$ cat src/hdl/bgd_pkg.sv
// ----------------------------------------------------------------------------
// bgd_pkg: shared types and constants of the button gesture detector
// Button count, event codes, register indexes and the structs that travel
// between the configuration file, the button lanes and the event merger.
// ----------------------------------------------------------------------------
`default_nettype none

package bgd_pkg;

    localparam int NUM_BUTTONS = 8;
    localparam int BTN_W       = 3;
    localparam int SLOT_NUM    = 2 * NUM_BUTTONS;
    localparam int SLOT_W      = $clog2(SLOT_NUM);
    localparam int TIME_W      = 32;
    localparam int MS_W        = 16;
    localparam int MASK_W      = 8;
    localparam int KIND_W      = 3;
    localparam int CFG_IDX_W   = 3;
    localparam int CFG_DATA_W  = 16;

    typedef enum logic [KIND_W-1:0] {
        KIND_PRESS     = 3'd0,
        KIND_DOUBLE    = 3'd1,
        KIND_LONG      = 3'd2,
        KIND_VERY_LONG = 3'd3,
        KIND_REPEAT    = 3'd4
    } kind_t;

    typedef enum logic [CFG_IDX_W-1:0] {
        REG_DEBOUNCE   = 3'd0,
        REG_LONG       = 3'd1,
        REG_VERY_LONG  = 3'd2,
        REG_DOUBLE_TAP = 3'd3,
        REG_REPEAT     = 3'd4,
        REG_ACTIVE_LOW = 3'd5,
        REG_ENABLE     = 3'd6
    } cfg_idx_t;

    localparam logic [MS_W-1:0]   DEBOUNCE_RST   = 16'd30;
    localparam logic [MS_W-1:0]   LONG_RST       = 16'd500;
    localparam logic [MS_W-1:0]   VERY_LONG_RST  = 16'd1500;
    localparam logic [MS_W-1:0]   DOUBLE_TAP_RST = 16'd250;
    localparam logic [MS_W-1:0]   REPEAT_RST     = 16'd300;
    localparam logic [MASK_W-1:0] ACTIVE_LOW_RST = 8'h00;
    localparam logic [MASK_W-1:0] ENABLE_RST     = 8'hFF;

    typedef struct packed {
        logic [MS_W-1:0]   debounce_ms;
        logic [MS_W-1:0]   long_press_ms;
        logic [MS_W-1:0]   very_long_press_ms;
        logic [MS_W-1:0]   double_tap_ms;
        logic [MS_W-1:0]   repeat_ms;
        logic [MASK_W-1:0] active_low_mask;
        logic [MASK_W-1:0] enable_mask;
    } cfg_t;

    // events one lane found in one poll: a release or repeat event first,
    // then a single press from an expired double-tap window
    typedef struct packed {
        logic  ev0_valid;
        kind_t ev0_kind;
        logic  ev1_valid;
    } lane_ev_t;

    typedef struct packed {
        logic pend_empty;
        logic pend_one;
    } merge_status_t;

endpackage

`default_nettype wire

$ cat src/hdl/bgd_cfg_if.sv
// ----------------------------------------------------------------------------
// bgd_cfg_if: configuration write channel
// Carries a register index and write data per request.
// ----------------------------------------------------------------------------
`default_nettype none

interface bgd_cfg_if;
    import bgd_pkg::*;

    logic                  valid;
    logic                  ready;
    logic [CFG_IDX_W-1:0]  index;
    logic [CFG_DATA_W-1:0] data;

    modport source (output valid, output index, output data, input ready);
    modport sink   (input valid, input index, input data, output ready);
endinterface

`default_nettype wire

$ cat src/hdl/bgd_cfg_regs.sv
// ----------------------------------------------------------------------------
// bgd_cfg_regs: configuration register file
// Holds the timing thresholds and the per-button masks.
// ----------------------------------------------------------------------------
`default_nettype none

module bgd_cfg_regs (
    input  wire logic        clk,
    input  wire logic        rst_n,
    bgd_cfg_if.sink          cfg,
    output bgd_pkg::cfg_t    regs
);
    import bgd_pkg::*;

    cfg_t regs_reg;
    logic wr;

    assign cfg.ready = 1'b1;
    assign wr        = cfg.valid & cfg.ready;
    assign regs      = regs_reg;

    always_ff @(posedge clk or negedge rst_n)
    begin
        if (!rst_n)
        begin
            regs_reg.debounce_ms        <= DEBOUNCE_RST;
            regs_reg.long_press_ms      <= LONG_RST;
            regs_reg.very_long_press_ms <= VERY_LONG_RST;
            regs_reg.double_tap_ms      <= DOUBLE_TAP_RST;
            regs_reg.repeat_ms          <= REPEAT_RST;
            regs_reg.active_low_mask    <= ACTIVE_LOW_RST;
            regs_reg.enable_mask        <= ENABLE_RST;
        end
        else if (wr)
        begin
            case (cfg_idx_t'(cfg.index))
                REG_DEBOUNCE:   regs_reg.debounce_ms        <= cfg.data;
                REG_LONG:       regs_reg.long_press_ms      <= cfg.data;
                REG_VERY_LONG:  regs_reg.very_long_press_ms <= cfg.data;
                REG_DOUBLE_TAP: regs_reg.double_tap_ms      <= cfg.data;
                REG_REPEAT:     regs_reg.repeat_ms          <= cfg.data;
                REG_ACTIVE_LOW: regs_reg.active_low_mask    <= cfg.data[MASK_W-1:0];
                REG_ENABLE:     regs_reg.enable_mask        <= cfg.data[MASK_W-1:0];
                default:        ;
            endcase
        end
    end

endmodule

`default_nettype wire

$ cat src/flat_wrapper.sv
// flat-port wrapper written by rule: the top's interface ports become plain ports
module bgd_cfg_regs_flat import bgd_pkg::*;
  (clk, rst_n, regs, cfg_valid, cfg_index, cfg_data, cfg_ready);
  bgd_cfg_if cfg_i ();
  input  wire logic clk;
  input  wire logic rst_n;
  output bgd_pkg::cfg_t regs;
  input wire logic [$bits(cfg_i.valid)-1:0] cfg_valid;
  input wire logic [$bits(cfg_i.index)-1:0] cfg_index;
  input wire logic [$bits(cfg_i.data)-1:0] cfg_data;
  output wire logic [$bits(cfg_i.ready)-1:0] cfg_ready;
  assign cfg_i.valid = cfg_valid;
  assign cfg_i.index = cfg_index;
  assign cfg_i.data = cfg_data;
  assign cfg_ready = cfg_i.ready;
  bgd_cfg_regs u_core (.clk(clk), .rst_n(rst_n), .cfg(cfg_i), .regs(regs));
endmodule
$ cat config.mk
export PLATFORM = sky130hd
export DESIGN_NAME = bgd_cfg_regs_flat
export DESIGN_NICKNAME = d
export VERILOG_FILES = /design/src/hdl/bgd_pkg.sv /design/src/hdl/bgd_cfg_if.sv /design/src/hdl/bgd_cfg_regs.sv /design/src/flat_wrapper.sv
export SDC_FILE = /design/constraint.sdc
export NUM_CORES = 1
export LEC_CHECK = 0
export ABC_AREA = 1
export ABC_CLOCK_PERIOD_IN_PS = 800
export BUFFER_PORTS_ARGS = -buffer_cell sky130_fd_sc_hd__clkbuf_2
export CAP_MARGIN = 0
export CORE_ASPECT_RATIO = 0.6
export CORE_MARGIN = 2
export CORE_UTILIZATION = 51
export CTS_CLUSTER_DIAMETER = 30
export DETAILED_ROUTE_END_ITERATION = 16
export GPL_ROUTABILITY_DRIVEN = 1
export GPL_TIMING_DRIVEN = 0
export PLACE_DENSITY = 0.77
export SLEW_MARGIN = 20
export SYNTH_ARGS = -nofsm -noshare
export SYNTH_HDL_FRONTEND = slang
export SYNTH_SLANG_ARGS = --single-unit
$ cat constraint.sdc
create_clock -name clk -period 0.8 [get_ports clk]
set_input_delay 0.08 -clock clk [delete_from_list [all_inputs] [get_ports clk]]
set_output_delay 0.08 -clock clk [all_outputs]
set_load 0.05 [all_outputs]
==> out/qor.yml, run 1 <==
status: "finished with violations"
failed_checks: "negative hold slack, negative setup slack"
cts-root-buf: "clkbuf_16"
power_leakage_nw: 3.21
seqCellArea_um2: 2520
critPathCaptureType: "primary output"
rsz0062_at_grt: "true"
rr_worst_depth: 3
drtIter0Drc: 358
num_antenna_cells: 0
hold_class: "input pin to async pin"
cts_sinks: 96
final_cell_mix: "221 x nand2_1, 74 x buf_8, 64 x nand3_1, 60 x dfrtp_2, 35 x dfstp_2"
r2r_end: "u_core.regs[51]$_DFFE_PN1P_"
drv_cap: 0
hold_viol: 61
synthCells: 428
fin_crit_sh: 1.47
num_rows: 24
dpl.hpwl_mm: 7.14
clk_latency_ns: 0.34
die-width_um: 116
synth_nets: 450
drv_slew: 0
synth_area_per_cell_um2: 8.95
relSlewSlack: 0.511
initial_core_util: 0.527
fin_hold_ws_ns: -0.197
cp_max_fo: 2
grt_pass1_vias: 3547
num_io_pins: 119
crit_slowest_cell: "dfstp_2"
die_area_um2: 8240
syn-cell-area_um2: 3830
worst_slack_ns: -0.378
worst_path_largest_cell_delay_ns: 0.58
worstPathCellList: "clkbuf_16"
routed_wl_mm: 13.3
clockBufferDepth: 2
critPathTopFamily: "flip-flops"
period_needed_ns: 1.18
yosysTopAreaCell: "dfrtp_1"
layout_commonest_cell: "nand2_1"
antenna_found_initial: 0
ys_seq_area_frac: 0.639
drive_above_1_share: 0.503
core_area_um2: 7270
dr_total_vias: 3822
wl_per_cell_um: 19.4
grt_pass1_wl_mm: 18.6
worst_pin_slew_ns: 0.733
track_usage: 0.304
path_clk_slew_ns: 0.07
cts_tree: "yes"
worstSetupPathType: "flop to primary output"
synth_seq_cells: 96
grt-ovfl-total: 0
area_growth_pct: 68.5
fmax_ghz: 0.849
pre_cts_ws_ns: -0.360
clock_skew_ns: 0
io_buffer_count: 117
largest_reg_flops: 96
vias_per_cell: 5.56
rrSetupSlack_ns: -0.04
grt_max_degree: 97
required_ns: 0.72
nNetsFinal: 600
crit_path_start_kind: "flop"
multi_input_area_um2: 1350
arrival_ns: 1.10
setup_viol: 104
synth_area_leaders: "dfrtp_1 40%, dfstp_2 24%, nand2_1 23%"
htreeDepth: 3
peakVddDrop_mv: 1.87
total_power_mw: 19.5
gp_congestion: 0.823
route.antenna.remaining_nets: 0
cts_buffers: 9
synth_top_area_frac: 0.399
die_y_um: 71.1
route.detailed.drc: 0
synth_cell_types: 15
critPathBufInv: 1
r2r_start: "u_core.regs[51]$_DFFE_PN1P_"
drt_pass1_iterations: 5
fill_cells: 328
yosys_warnings: 0
p_per_area_nw_per_um2: 3030
layer usage:
| layer | GRT usage | part of all wire | up-vias |
|---|---|---|---|
| met1 | 0.407 | 0.38 | 1880 |
| met4 | 0.0992 | 0.025 | 0 |
| met3 | 0.0840 | 0.10 | 34 |
| met5 | 0 | 0 | - |
| li1 | - | - | 1646 |
| met2 | 0.489 | 0.49 | 262 |
cell usage after synthesis:
cell type,instances
nand2_1,233
nand3_1,64
dfrtp_1,61
dfstp_2,35
buf_2,12
clkbuf_1,4
inv_1,3
nand2_2,3
nor2_4,3
buf_4,2
inv_2,2
nor2_1,2
nor2_2,2
clkinv_1,1
conb_1,1
kinds of logic (layout without fill, tap and decap cells):
logic type | count (synthesis) | count (layout) | share of synthesized area
other | 1 | 1 | 0.000979
flip-flops | 96 | 96 | 0.639
AND/OR/NAND/NOR | 307 | 307 | 0.331
buffers and inverters | 24 | 179 | 0.0294
power breakdown:
group	switching, mW	internal (mW)	leakage, nW
combinational	4.82	3.46	2.02
sequential	0.998	6.14	1.06
clock	1.90	2.22	0.132
what timing repair did:
item                                   in CTS  in global routing
pin swaps                                   1                  6
gates cloned                                0                  1
gates resized for setup                   216                124
setup buffers                               4                 17
endpoints found under the hold margin      61                 61
setup endpoints to repair                 106                161
worst max-delay path by stage:
stage                                           start                          end  slack, ns  depth (start not counted)
after floorplan           u_core.regs[21]$_DFFE_PN1P_  u_core.regs[21]$_DFFE_PN1P_      -0.06                          2
after global placement                          rst_n  u_core.regs[44]$_DFFE_PN0P_      -1.59                          1
after detailed placement                 cfg_index[0]  u_core.regs[77]$_DFFE_PN0P_      -0.36                          7
after CTS                 u_core.regs[83]$_DFFE_PN1P_                     regs[83]      -0.36                          1
after global routing      u_core.regs[54]$_DFFE_PN1P_                     regs[54]      -0.39                          1
final                     u_core.regs[54]$_DFFE_PN1P_                     regs[54]      -0.38                          1
final cells by class:
class                      count  share of cell area
clock buffer                  11              0.0376
clock inverter                 5             0.00640
sequential                    96               0.391
inverter                       6             0.00388
timing repair buffer         139               0.311
tap                          104              0.0202
multi-input combinational    308               0.209
buffer                        18              0.0213
per-stage QoR:
step | instances | utilization | setup TNS (ns) | hold slack [ns] | cell area (µm²)
3_3_place_gp | 649 | 0.639 | -151.63 | 0.381 | 4640
6_report | 687 | 0.888 | -24.51 | -0.197 | 6450
5_1_grt | 687 | 0.888 | -26.49 | -0.129 | 6450
2_1_floorplan | 428 | - | -2.13 | -0.216 | 3930
4_1_cts | 669 | 0.835 | -25.58 | -0.167 | 6060
3_5_place_dp | 649 | 0.640 | -27.77 | 0.202 | 4650
No activity file was read; power rests on OpenSTA's default activity.
==> run 2: changes to the inputs <==
- CORE_UTILIZATION: 51 -> 45
- PLACE_DENSITY: 0.77 -> 0.69
==> run 2 against run 1 <==
- the flow still finishes with violations (negative hold slack, negative setup slack)
- clock-buffer cell count decreased by 1
- wire length decreased by 4.9%
- sequential power about the same
- via count decreased by 6.1%
- sequential share of layout area decreased by 0.59 points
- largest cell class unchanged
- register-to-register slack about the same
- worst setup slack improved by 0.0085 ns
- final cell count increased by 1.5%
- utilization decreased by 11 points
- die area increased by 13%
- clock skew unchanged
- first-iteration DRC count decreased by 18%
==> out/qor.yml, run 2 (synthesis results as in run 1) <==
relSlewSlack: 0.502
drv_slew: 0
gp_congestion: 0.801
tns_ns: -24.34
cts_tree: "yes"
num_antenna_cells: 0
drt_pass1_iterations: 5
rrSetupSlack_ns: -0.03
antenna_found_initial: 0
cts-root-buf: "clkbuf_16"
cts_buffers: 9
p_int_mw: 12.2
critPathCaptureType: "primary output"
crit_slowest_cell: "dfstp_2"
critPathTopFamily: "flip-flops"
layout_commonest_cell: "nand2_1"
swShare: 0.385
seqCellArea_um2: 2520
power_leakage_nw: 3.27
fin_hold_ws_ns: -0.185
largest_reg_flops: 96
worst_pin_slew_ns: 0.747
worst_path_largest_cell_delay_ns: 0.58
hold_class: "input pin to async pin"
grt-ovfl-total: 0
clk_latency_ns: 0.34
worstPathCellList: "clkbuf_16"
critPathBufInv: 1
initial_core_util: 0.456
drv_cap: 0
final_cell_mix: "221 x nand2_1, 72 x buf_8, 64 x nand3_1, 60 x dfrtp_2, 36 x clkbuf_16"
rsz0062_at_grt: "true"
cp_max_fo: 2
r2r_end: "u_core.regs[39]$_DFFE_PN1P_"
nNetsFinal: 602
routed_wl_mm: 12.7
clockBufferDepth: 2
path_clk_slew_ns: 0.07
worstSetupPathType: "flop to primary output"
total_power_mw: 19.9
track_usage: 0.266
area_growth_pct: 71.1
fill_cells: 539
switchingPower_mw: 7.65
arrival_ns: 1.09
dr_total_vias: 3590
status: "finished with violations"
core_area_um2: 8390
route.antenna.remaining_nets: 0
die-width_um: 123
worst_slack_ns: -0.369
grt_max_degree: 97
io_buffer_count: 117
setup_viol: 103
fin_crit_sh: 1.46
cts_sinks: 96
grt_pass1_vias: 3408
dpl.hpwl_mm: 7.35
rr_worst_depth: 3
die_area_um2: 9290
drtIter0Drc: 293
p_per_area_nw_per_um2: 3030
route.detailed.drc: 0
grt_pass1_wl_mm: 18.1
clock_skew_ns: 0
die_y_um: 75.5
seqPwrFrac: 0.360
peakVddDrop_mv: 1.69
period_needed_ns: 1.17
hold_viol: 61
drive_above_1_share: 0.504
r2r_start: "u_core.regs[39]$_DFFE_PN1P_"
combPwrFrac: 0.418
failed_checks: "negative hold slack, negative setup slack"
clkPwrFrac: 0.223
num_rows: 26
fmax_ghz: 0.855
wl_per_cell_um: 18.2
htreeDepth: 3
crit_path_start_kind: "flop"
required_ns: 0.72
vias_per_cell: 5.15
final_core_util: 0.781
num_io_pins: 119
multi_input_area_um2: 1350
run 2: worst max path at each step:
stage	startpoint	endpoint	slack, ns	depth (start not counted)
5_1_grt	u_core.regs[37]$_DFFE_PN1P_	regs[37]	-0.39	1
6_report	u_core.regs[18]$_DFFE_PN1P_	regs[18]	-0.37	1
3_3_place_gp	rst_n	u_core.regs[91]$_DFFE_PN0P_	-1.64	1
2_1_floorplan	u_core.regs[21]$_DFFE_PN1P_	u_core.regs[21]$_DFFE_PN1P_	-0.06	2
4_1_cts	u_core.regs[82]$_DFFE_PN1P_	regs[82]	-0.36	1
3_5_place_dp	cfg_index[1]	u_core.regs[53]$_DFFE_PN0P_	-0.37	7
run 2: timing repair:
| item | in CTS | in global routing |
|---|---|---|
| setup buffers | 7 | 15 |
| pin swaps | 2 | 6 |
| cloned | 0 | 2 |
| hold endpoints to repair | 61 | 61 |
| setup endpoints to repair | 110 | 154 |
| gates resized for setup | 219 | 130 |
run 2: power by group through the flow:
stage	clock network [mW]	logic, mW	registers, mW
after global placement	0	5.49	6.72
after detailed placement	0	5.57	6.74
final	4.42	8.29	7.14
after global routing	4.66	8.66	7.22
after CTS	4.44	7.60	6.90
after floorplan	0	0.863	9.98
run 2: per-layer routing:
metal	vias up	global-route usage	part of all wire	wire length, µm
met2	164	0.419	0.48	6120
met5	-	0	0	0
met4	0	0.0770	0.015	185
met3	22	0.0681	0.080	1020
met1	1759	0.371	0.42	5340
li1	1645	-	-	-
run 2: worst register-to-register path, cell delays in order (launching register included):
cell and delay, ns:
dfstp_2 0.57, buf_6 0.10, nand2_2 0.04, nand2_2 0.06
run 2: area by class of cell:
cell class,count,share of cell area
plain buffers,18,0.0242
inverters,6,0.00382
flip-flops and latches,96,0.385
clock buffers,10,0.0365
clock inverters,6,0.0105
multi-input cells,308,0.205
repair buffers,141,0.313
well taps,112,0.0214
run 2: metrics by stage:
step	instance area, µm²	std cells	setup slack, ns	hold WS (ns)
finish	6550	697	-0.369	-0.185
global route	6550	697	-0.393	-0.138
CTS	6150	680	-0.363	-0.157
detailed placement	4660	657	-0.368	0.206
global placement	4650	657	-1.64	0.380
floorplan	3930	428	-0.0606	-0.216
