### src/hdl/bgd_pkg.sv
// ----------------------------------------------------------------------------
// bgd_pkg: shared types and constants of the button gesture detector
// Button count, event codes, register indexes and the structs that travel
// between the configuration file, the button lanes and the event merger.
// ----------------------------------------------------------------------------
`default_nettype none

package bgd_pkg;

    localparam int NUM_BUTTONS = 8;
    localparam int BTN_W       = 3;
    localparam int SLOT_NUM    = 2 * NUM_BUTTONS;
    localparam int SLOT_W      = $clog2(SLOT_NUM);
    localparam int TIME_W      = 32;
    localparam int MS_W        = 16;
    localparam int MASK_W      = 8;
    localparam int KIND_W      = 3;
    localparam int CFG_IDX_W   = 3;
    localparam int CFG_DATA_W  = 16;

    typedef enum logic [KIND_W-1:0] {
        KIND_PRESS     = 3'd0,
        KIND_DOUBLE    = 3'd1,
        KIND_LONG      = 3'd2,
        KIND_VERY_LONG = 3'd3,
        KIND_REPEAT    = 3'd4
    } kind_t;

    typedef enum logic [CFG_IDX_W-1:0] {
        REG_DEBOUNCE   = 3'd0,
        REG_LONG       = 3'd1,
        REG_VERY_LONG  = 3'd2,
        REG_DOUBLE_TAP = 3'd3,
        REG_REPEAT     = 3'd4,
        REG_ACTIVE_LOW = 3'd5,
        REG_ENABLE     = 3'd6
    } cfg_idx_t;

    localparam logic [MS_W-1:0]   DEBOUNCE_RST   = 16'd30;
    localparam logic [MS_W-1:0]   LONG_RST       = 16'd500;
    localparam logic [MS_W-1:0]   VERY_LONG_RST  = 16'd1500;
    localparam logic [MS_W-1:0]   DOUBLE_TAP_RST = 16'd250;
    localparam logic [MS_W-1:0]   REPEAT_RST     = 16'd300;
    localparam logic [MASK_W-1:0] ACTIVE_LOW_RST = 8'h00;
    localparam logic [MASK_W-1:0] ENABLE_RST     = 8'hFF;

    typedef struct packed {
        logic [MS_W-1:0]   debounce_ms;
        logic [MS_W-1:0]   long_press_ms;
        logic [MS_W-1:0]   very_long_press_ms;
        logic [MS_W-1:0]   double_tap_ms;
        logic [MS_W-1:0]   repeat_ms;
        logic [MASK_W-1:0] active_low_mask;
        logic [MASK_W-1:0] enable_mask;
    } cfg_t;

    // events one lane found in one poll: a release or repeat event first,
    // then a single press from an expired double-tap window
    typedef struct packed {
        logic  ev0_valid;
        kind_t ev0_kind;
        logic  ev1_valid;
    } lane_ev_t;

    typedef struct packed {
        logic pend_empty;
        logic pend_one;
    } merge_status_t;

endpackage

`default_nettype wire

### src/hdl/bgd_event_if.sv
// ----------------------------------------------------------------------------
// bgd_event_if: gesture event channel
// Carries one button event per request, with the end-of-poll mark.
// ----------------------------------------------------------------------------
`default_nettype none

interface bgd_event_if;
    import bgd_pkg::*;

    logic              valid;
    logic              ready;
    logic [BTN_W-1:0]  button_index;
    logic [KIND_W-1:0] event_kind;
    logic              last_of_run;

    modport source (output valid, output button_index, output event_kind,
                    output last_of_run, input ready);
    modport sink   (input valid, input button_index, input event_kind,
                    input last_of_run, output ready);
endinterface

`default_nettype wire

### src/hdl/bgd_merge.sv
// ----------------------------------------------------------------------------
// bgd_merge: event merger
// Latches the lane events of one poll and sends them out in button order.
// ----------------------------------------------------------------------------
`default_nettype none

module bgd_merge (
    input  wire logic                                      clk,
    input  wire logic                                      rst_n,
    input  wire logic                                      step,
    input  wire bgd_pkg::lane_ev_t [bgd_pkg::NUM_BUTTONS-1:0] lane_ev,
    output logic                                           take,
    output bgd_pkg::merge_status_t                         status,
    bgd_event_if.source                                    evt
);
    import bgd_pkg::*;

    logic [SLOT_NUM-1:0] pend_reg, pend_next;
    kind_t [NUM_BUTTONS-1:0] kind_reg;
    logic                out_valid_reg;
    logic [BTN_W-1:0]    out_btn_reg;
    kind_t               out_kind_reg;
    logic                out_last_reg;

    logic                load;
    logic [SLOT_W-1:0]   sel;
    logic [SLOT_NUM-1:0] sel_hot;
    logic                pend_empty;
    logic                pend_one;
    logic [SLOT_NUM-1:0] fresh;

    // lowest pending slot first
    always_comb
    begin
        sel = '0;
        for (int i = SLOT_NUM - 1; i >= 0; i--)
        begin
            if (pend_reg[i])
            begin
                sel = SLOT_W'(i);
            end
        end
    end

    always_comb
    begin
        for (int b = 0; b < NUM_BUTTONS; b++)
        begin
            fresh[2*b]   = lane_ev[b].ev0_valid;
            fresh[2*b+1] = lane_ev[b].ev1_valid;
        end
    end

    assign sel_hot    = SLOT_NUM'(1) << sel;
    assign pend_empty = (pend_reg == '0);
    assign pend_one   = !pend_empty && ((pend_reg & (pend_reg - SLOT_NUM'(1))) == '0);
    assign load       = !pend_empty && (!out_valid_reg || evt.ready);
    assign take       = pend_empty || (pend_one && load);

    assign status.pend_empty = pend_empty;
    assign status.pend_one   = pend_one;

    always_comb
    begin
        pend_next = pend_reg;
        if (load)
        begin
            pend_next = pend_next & ~sel_hot;
        end
        if (step)
        begin
            pend_next = pend_next | fresh;
        end
    end

    always_ff @(posedge clk or negedge rst_n)
    begin
        if (!rst_n)
        begin
            pend_reg      <= '0;
            out_valid_reg <= 1'b0;
        end
        else
        begin
            pend_reg <= pend_next;
            if (load)
            begin
                out_valid_reg <= 1'b1;
            end
            else if (evt.ready)
            begin
                out_valid_reg <= 1'b0;
            end
        end
    end

    always_ff @(posedge clk)
    begin
        if (step)
        begin
            for (int b = 0; b < NUM_BUTTONS; b++)
            begin
                kind_reg[b] <= lane_ev[b].ev0_kind;
            end
        end
        if (load)
        begin
            out_btn_reg  <= sel[SLOT_W-1:1];
            out_kind_reg <= sel[0] ? KIND_PRESS : kind_reg[sel[SLOT_W-1:1]];
            out_last_reg <= ((pend_reg & ~sel_hot) == '0);
        end
    end

    assign evt.valid        = out_valid_reg;
    assign evt.button_index = out_btn_reg;
    assign evt.event_kind   = out_kind_reg;
    assign evt.last_of_run  = out_last_reg;

endmodule

`default_nettype wire

### src/flat_wrapper.sv
// flat-port wrapper written by rule: the top's interface ports become plain ports
module bgd_merge_flat import bgd_pkg::*;
  (clk, rst_n, step, lane_ev, take, status, evt_valid, evt_button_index, evt_event_kind, evt_last_of_run, evt_ready);
  bgd_event_if evt_i ();
  input  wire logic clk;
  input  wire logic rst_n;
  input  wire logic step;
  input  wire bgd_pkg::lane_ev_t [bgd_pkg::NUM_BUTTONS-1:0] lane_ev;
  output logic take;
  output bgd_pkg::merge_status_t status;
  output wire logic [$bits(evt_i.valid)-1:0] evt_valid;
  output wire logic [$bits(evt_i.button_index)-1:0] evt_button_index;
  output wire logic [$bits(evt_i.event_kind)-1:0] evt_event_kind;
  output wire logic [$bits(evt_i.last_of_run)-1:0] evt_last_of_run;
  input wire logic [$bits(evt_i.ready)-1:0] evt_ready;
  assign evt_valid = evt_i.valid;
  assign evt_button_index = evt_i.button_index;
  assign evt_event_kind = evt_i.event_kind;
  assign evt_last_of_run = evt_i.last_of_run;
  assign evt_i.ready = evt_ready;
  bgd_merge u_core (.clk(clk), .rst_n(rst_n), .step(step), .lane_ev(lane_ev), .take(take), .status(status), .evt(evt_i));
endmodule
### config.mk
export PLATFORM = sky130hd
export DESIGN_NAME = bgd_merge_flat
export DESIGN_NICKNAME = d
export VERILOG_FILES = /design/src/hdl/bgd_pkg.sv /design/src/hdl/bgd_event_if.sv /design/src/hdl/bgd_merge.sv /design/src/flat_wrapper.sv
export SDC_FILE = /design/constraint.sdc
export NUM_CORES = 1
export LEC_CHECK = 0
export BUFFER_PORTS_ARGS = -buffer_cell sky130_fd_sc_hd__buf_2
export CORE_MARGIN = 2
export CORE_UTILIZATION = 50
export DETAILED_ROUTE_END_ITERATION = 10
export PLACE_DENSITY = 0.8
export SYNTH_ARGS = -nofsm -noshare
export SYNTH_HDL_FRONTEND = slang
export SYNTH_SLANG_ARGS = --single-unit
### constraint.sdc
create_clock -name clk -period 2.8 [get_ports clk]
set_clock_uncertainty 0.1 [all_clocks]
set_input_delay 0.14 -clock clk [delete_from_list [all_inputs] [get_ports clk]]
set_output_delay 0.14 -clock clk [all_outputs]
set_load 0.03 [all_outputs]
==> impl_results.md, run 1 <==
- Data required, critical path: 2.56 ns
- Switching pwr: 401 uW
- Largest register FFs: 24
- Row count: 25
- Synth Cell Area: 2370 um^2
- Final hold viol count: 0
- Die width: 72.9 um
- Die height: 72.9 um
- Post-DP HPWL: 3.56 mm
- Initial Utilization: 50.9%
- Vias in the first global route: 2185
- MaxCap Viol Count: 0
- Setup ws final: -0.00996 ns
- CTS sink cnt: 48
- Sum Neg Setup Slack: -0.00996 ns
- Max rail drop VDD: 0.000396 V
- Max FO, Critical Path: 7
- Tot Pwr: 1600 uW
- Combinational group share of total power: 16.0%
- CP arrival: 2.57 ns
- CTS tree: yes
- Slew Limit Fails: 0
- Largest net degree at the start of global routing: 41
- Vias per cell: 5.82
- Crit path kind: flip-flop to primary output
- WP buf/inv: 1
- RSZ-0062 raised after global routing: true
- Final setup viols: 1
- CP Cell Sequence: or4_4 -> nor2_8 -> o2111ai_2 -> a21o_1 -> a221o_1 -> o31ai_2 -> buf_4
- Antenna-violating nets left: 0
- DR iter-0 viols: 161
- Dpl ws: 0.134 ns
- Worst slew pin tran: 0.791 ns
- DRT Pass-1 Iters: 4
- Flop pwr share: 52.4%
- Die Area: 5310 um^2
- Routed length per instance: 16.9 um
- ANT cells: 0
- Int Power: 1200 uW
- Clock root buffer: clkbuf_8
- Synth warn: 0
- CTS buffer count: 5
- Post-place instance area: 2680 um^2
- CP Capture Type: primary output
- Slew HR: 47.3%
- Register area share after synthesis: 57.2%
- LEAKAGE: 0.00137 uW
- Clk Latency, worst-skew pair: 0.30 ns
- Avg Inst Size Synth: 11.3 um^2
- Crit. Startpoint: u_core.pend_reg[6]$_DFF_PN0_
- Synthesized Nets: 254
- Layout Area Growth over Synthesis: 44.3%
- Total number of vias: 2171
- Number of synthesized flops with an enable pin: 31
- Layout cell share with drive strength beyond 1: 34.5%
- Hold Path Class: primary input to asynchronous set/reset pin
- First-pass GRT wire length: 10.2 mm
- Violated checks: setup timing
- Clock network power share: 31.6%
- Overall routing resource usage: 25.6%
- Design Area, Final: 3420 um^2
- Final Core Density: 73.4%
- Slowest CP cell: or4_4
- Core region area: 4660 um^2
- Status: finished, violations left
- Critical path's largest stage delay: 0.56 ns
- H-tree Lvls: 2
- Minimum clock period: 2.81 ns
- Antenna violations before repair: 0
- Main synth FF type: edfxtp_1
- Clock slew at reported path FFs: 0.09 ns
- P per Cell Area: 468 nW/um^2
- Unique masters post-synth: 41
- Fin crit share: 100%
- Grt total ovfl: 0
- Switching Share: 25.0%
- CTS Buffer Depth: 2
- Cell family with most CP delay: compound AO/OA/AOI/OAI gates
- Number of port buffers: 54
- Post-synthesis register bit count: 48
- Number of remaining DRC errors: 0
- I/O Pins: 55
- Fmax: 0.356 GHz
- GPL Wtd Cong: 0.945
- Synthesized instance count: 210
- Startpoint Class: flip-flop
- Post-Route WL: 6.31 mm
- Asr flop ratio synth: 35.4%
- Layout net count: 362
- Reg2reg start: u_core.pend_reg[9]$_DFF_PN0_
synthesized netlist by cell type, types with 2 or more instances:
| cell type | instances | area, um^2 |
|---|---|---|
| a21oi_1 | 2 | 10.0 |
| or3_1 | 2 | 12.5 |
| a221oi_1 | 2 | 17.5 |
| o31ai_1 | 3 | 22.5 |
| edfxtp_1 | 31 | 931 |
| nand2b_1 | 5 | 31.3 |
| a21o_1 | 3 | 22.5 |
| a2111oi_0 | 2 | 17.5 |
| nor2_1 | 12 | 45.0 |
| nand4_1 | 19 | 119 |
| dfrtp_1 | 17 | 425 |
| nor3_1 | 5 | 25.0 |
| nor2b_1 | 3 | 18.8 |
| o21ai_0 | 8 | 40.0 |
| or4_4 | 2 | 22.5 |
| buf_4 | 2 | 15.0 |
| nand3_1 | 14 | 70.1 |
| buf_6 | 2 | 22.5 |
| nor4_1 | 4 | 25.0 |
| clkbuf_1 | 7 | 26.3 |
| inv_1 | 5 | 18.8 |
| nand2_1 | 21 | 78.8 |
| a22o_1 | 21 | 184 |
power by group through the flow:
| stage | sequential, uW | clock, uW | combinational [uW] |
|---|---|---|---|
| detailed placement | 849 | 0 | 187 |
| finish | 839 | 506 | 256 |
| global route | 844 | 548 | 278 |
| CTS | 833 | 514 | 247 |
| global placement | 847 | 0 | 184 |
| floorplan | 859 | 0 | 98.9 |
cells by family after synthesis:
group,count (synthesis),synth area share (%)
AOI/OAI and AO/OA,50,17.0
DFF,48,57.2
adders and majority gates,2,0.897
and+or+nand+nor,91,20.8
buffers and inverters,19,4.06
layer usage:
metal | up-vias | wire (um) | track usage [%]
met3 | 14 | 291 | 5.25
li1 | 1034 | - | -
met1 | 1035 | 2450 | 28.6
met5 | - | 0 | 0
met2 | 88 | 3430 | 47.8
met4 | 0 | 133 | 8.85
timing repair:
action	CTS	global route
hold endpoints to repair	57	0
setup buffers	12	2
hold buffers	41	0
setup endpoints to repair	2	2
pin swaps	6	3
resized for setup	17	8
path summary, 6_finish.rpt:
check                                                          to  slack [ns]  cells after the start
setup / recovery                                             take       -0.01                      7
hold / removal                       u_core.pend_reg[9]$_DFF_PN0_        0.19                      2
setup reg to reg           u_core.evt.event_kind[1]$_SDFFCE_PP0P_        0.23                      8
hold reg to reg                     u_core.pend_reg[14]$_DFF_PN0_        0.53                      2
max in group asynchronous            u_core.pend_reg[5]$_DFF_PN0_        2.10                      2
min in group clk                     u_core.pend_reg[6]$_DFF_PN0_        0.32                      3
metrics by stage:
stage                     std cells  hold slack, ns
final                           373           0.192
after global routing            373           0.226
after CTS                       371           0.196
after detailed placement        310        -0.00839
after global placement          310         -0.0155
after floorplan                 210          -0.256
cell type report:
type / count / area, um^2
Fill cell: 333 / 1240
Inverter: 5 / 18.8
Clock inverter: 3 / 46.3
Tap cell: 54 / 67.6
Timing Repair Buffer: 115 / 836
Clock buffer: 5 / 68.8
Sequential cell: 48 / 1370
Multi-Input combinational cell: 143 / 1020
cells in the final DEF (no fill, tap or decap), drive strengths merged, types with 6 or more instances in the layout:
master / Yosys / routed
nand4: 19 / 19
dlygate4sd3: 0 / 41
dfrtp: 17 / 17
nand2: 21 / 21
nand3: 14 / 14
nor2: 13 / 13
buf: 6 / 74
a22o: 21 / 21
o21ai: 9 / 9
edfxtp: 31 / 31
inv: 5 / 6
Power figures use the tool's default switching activity.
==> inputs of run 2 (changes only) <==
--- a/config.mk
+++ b/config.mk
@@ -9,6 +9,7 @@
 export CORE_MARGIN = 2
 export CORE_UTILIZATION = 50
 export DETAILED_ROUTE_END_ITERATION = 10
+export MAX_ROUTING_LAYER = met4
 export PLACE_DENSITY = 0.8
 export SYNTH_ARGS = -nofsm -noshare
 export SYNTH_HDL_FRONTEND = slang
==> constraint.sdc (replaced) <==
create_clock -name clk -period 3.5 [get_ports clk]
set_clock_uncertainty 0.1 [all_clocks]
set_input_delay 0.175 -clock clk [delete_from_list [all_inputs] [get_ports clk]]
set_output_delay 0.175 -clock clk [all_outputs]
set_load 0.03 [all_outputs]
==> run 2 against run 1 <==
- the run ends with hold timing left
- clock power fell by 20%
- power fell by 22%
- first-iteration DRC count fell by 15%
- largest cell class unchanged
- worst hold slack got worse by 0.20 ns
- routed wire length fell by 9.3%
==> impl_results.md, run 2 (same netlist as run 1, synthesis figures left out) <==
- Layout cell share with drive strength beyond 1: 25.3%
- CTS buffer count: 5
- Worst slew pin tran: 0.795 ns
- Post-Route WL: 5.72 mm
- Min-delay src: lane_ev[14]
- Flop pwr share: 53.2%
- Vias per cell: 5.68
- Hold Path Class: primary input to flip-flop
- Switching Share: 24.7%
- Grt total ovfl: 0
- CP arrival: 2.82 ns
- Routed length per instance: 16.3 um
- First-pass GRT wire length: 9.17 mm
- R2r worst-path depth: 7
- Crit. Startpoint: u_core.pend_reg[11]$_DFF_PN0_
- DR iter-0 viols: 137
- H-tree Lvls: 2
- Data required, critical path: 3.22 ns
- Final hold viol count: 1
- Post-DP HPWL: 3.51 mm
- Violated checks: hold timing
- Total number of vias: 1995
- Layout net count: 340
- CTS tree: yes
- Die Area: 5310 um^2
- Largest net degree at the start of global routing: 41
- Post-CTS sizing: 0
- Die width: 72.9 um
- Commonest non-fill, non-tap cell in the layout: buf_2
- MaxCap Viol Count: 0
- Crit path kind: flip-flop to primary output
- Clock slew at reported path FFs: 0.08 ns
- Antenna violations before repair: 0
- Combinational group share of total power: 14.4%
- Minimum clock period: 3.09 ns
- WHS: -0.00386 ns
- Hold Path Sink: u_core.pend_reg[4]$_DFF_PN0_
- Max rail drop VDD: 0.000347 V
- Row count: 25
- Sum Neg Setup Slack: 0 ns
- Clk Latency, worst-skew pair: 0.31 ns
- CTS sink cnt: 48
- Largest register FFs: 24
- Layout Area Growth over Synthesis: 31.9%
- Number of port buffers: 54
- GPL Wtd Cong: 0.882
- P per Cell Area: 402 nW/um^2
- Number of remaining DRC errors: 0
- Final setup viols: 0
- Slew HR: 46.5%
- DRT Pass-1 Iters: 4
- Initial Utilization: 50.9%
- Startpoint Class: flip-flop
- Hold depth: 2
- Switching pwr: 311 uW
- Clock root buffer: clkbuf_8
- Overall routing resource usage: 23.9%
- Antenna-violating nets left: 0
- RSZ-0062 raised after global routing: false
- Crit Reg-Reg Endpoint: u_core.evt.event_kind[2]$_SDFFCE_PP0P_
- LEAKAGE: 0.00125 uW
- ANT cells: 0
- Max FO, Critical Path: 7
- Most frequent cells in the layout: 54 x buf_2, 35 x dlygate4sd3_1, 31 x edfxtp_1
- Inst Count DP: 308
- Int Power: 945 uW
- Slew Limit Fails: 0
- Fmax: 0.324 GHz
- I/O Pins: 55
- Worst R2R Setup Slack: 0.88 ns
- Fin crit share: 88.3%
- Fin cells: 351
- Clock network power share: 32.4%
- Die height: 72.9 um
- CP Capture Type: primary output
- Vias in the first global route: 1934
- Status: finished, violations left
- CTS Buffer Depth: 2
- Core region area: 4660 um^2
- Reg2reg start: u_core.pend_reg[15]$_DFF_PN0_
==> run 2: what timing repair did <==
item	in CTS	in global routing
hold buffers	33	2
setup endpoints to repair	0	0
hold endpoints to repair	49	2
setup buffers	0	0
==> run 2: per-layer routing <==
metal	up-vias	GRT usage (%)	part of all wire, %
met5	-	-	0
li1	990	-	-
met2	60	41.6	52
met1	936	28.0	42
met4	0	5.56	1.1
met3	9	5.80	4.7
==> run 2: area by class of cell <==
| class | count | area, um^2 |
|---|---|---|
| Clock buffer | 5 | 68.8 |
| Clock inverter | 3 | 46.3 |
| Fill cell | 355 | 1530 |
| Inverter | 5 | 18.8 |
| Multi-Input combinational cell | 143 | 918 |
| Sequential cell | 48 | 1360 |
| Tap cell | 54 | 67.6 |
| Timing Repair Buffer | 93 | 651 |
==> run 2: worst max path at each step <==
stage                      end  cells after the start
after floorplan           take                      8
after global placement    take                      7
after detailed placement  take                      7
after CTS                 take                      7
after global routing      take                      8
final                     take                      6
==> run 2: per-stage QoR <==
stage | hold slack (ns) | power (uW) | setup slack, ns | area, um^2 | utilization, %
after floorplan | -0.221 | 766 | 0.725 | 2370 | -
after global placement | 0.0206 | 826 | 0.783 | 2660 | 57.1
after detailed placement | 0.0219 | 827 | 0.776 | 2660 | 57.1
after CTS | 0.000618 | 1250 | 0.424 | 3110 | 66.7
after global routing | -0.00272 | 1300 | 0.169 | 3130 | 67.1
final | -0.00386 | 1260 | 0.409 | 3130 | 67.1
==> run 2: critical path, cell delays in order, from the launching register on <==
cell       delay (ns)
dfrtp_1          0.47
nor4_2           0.75
o2111ai_2        0.25
a21o_1           0.22
a221o_1          0.39
o31ai_2          0.21
buf_2            0.22
==> run 2: power groups by stage <==
| stage | Sequential (uW) | Clock [uW] | Combinational (uW) |
|---|---|---|---|
| after floorplan | 687 | 0 | 79.2 |
| after global placement | 679 | 0 | 147 |
| after detailed placement | 679 | 0 | 149 |
| after CTS | 667 | 409 | 177 |
| after global routing | 671 | 434 | 200 |
| final | 668 | 407 | 180 |
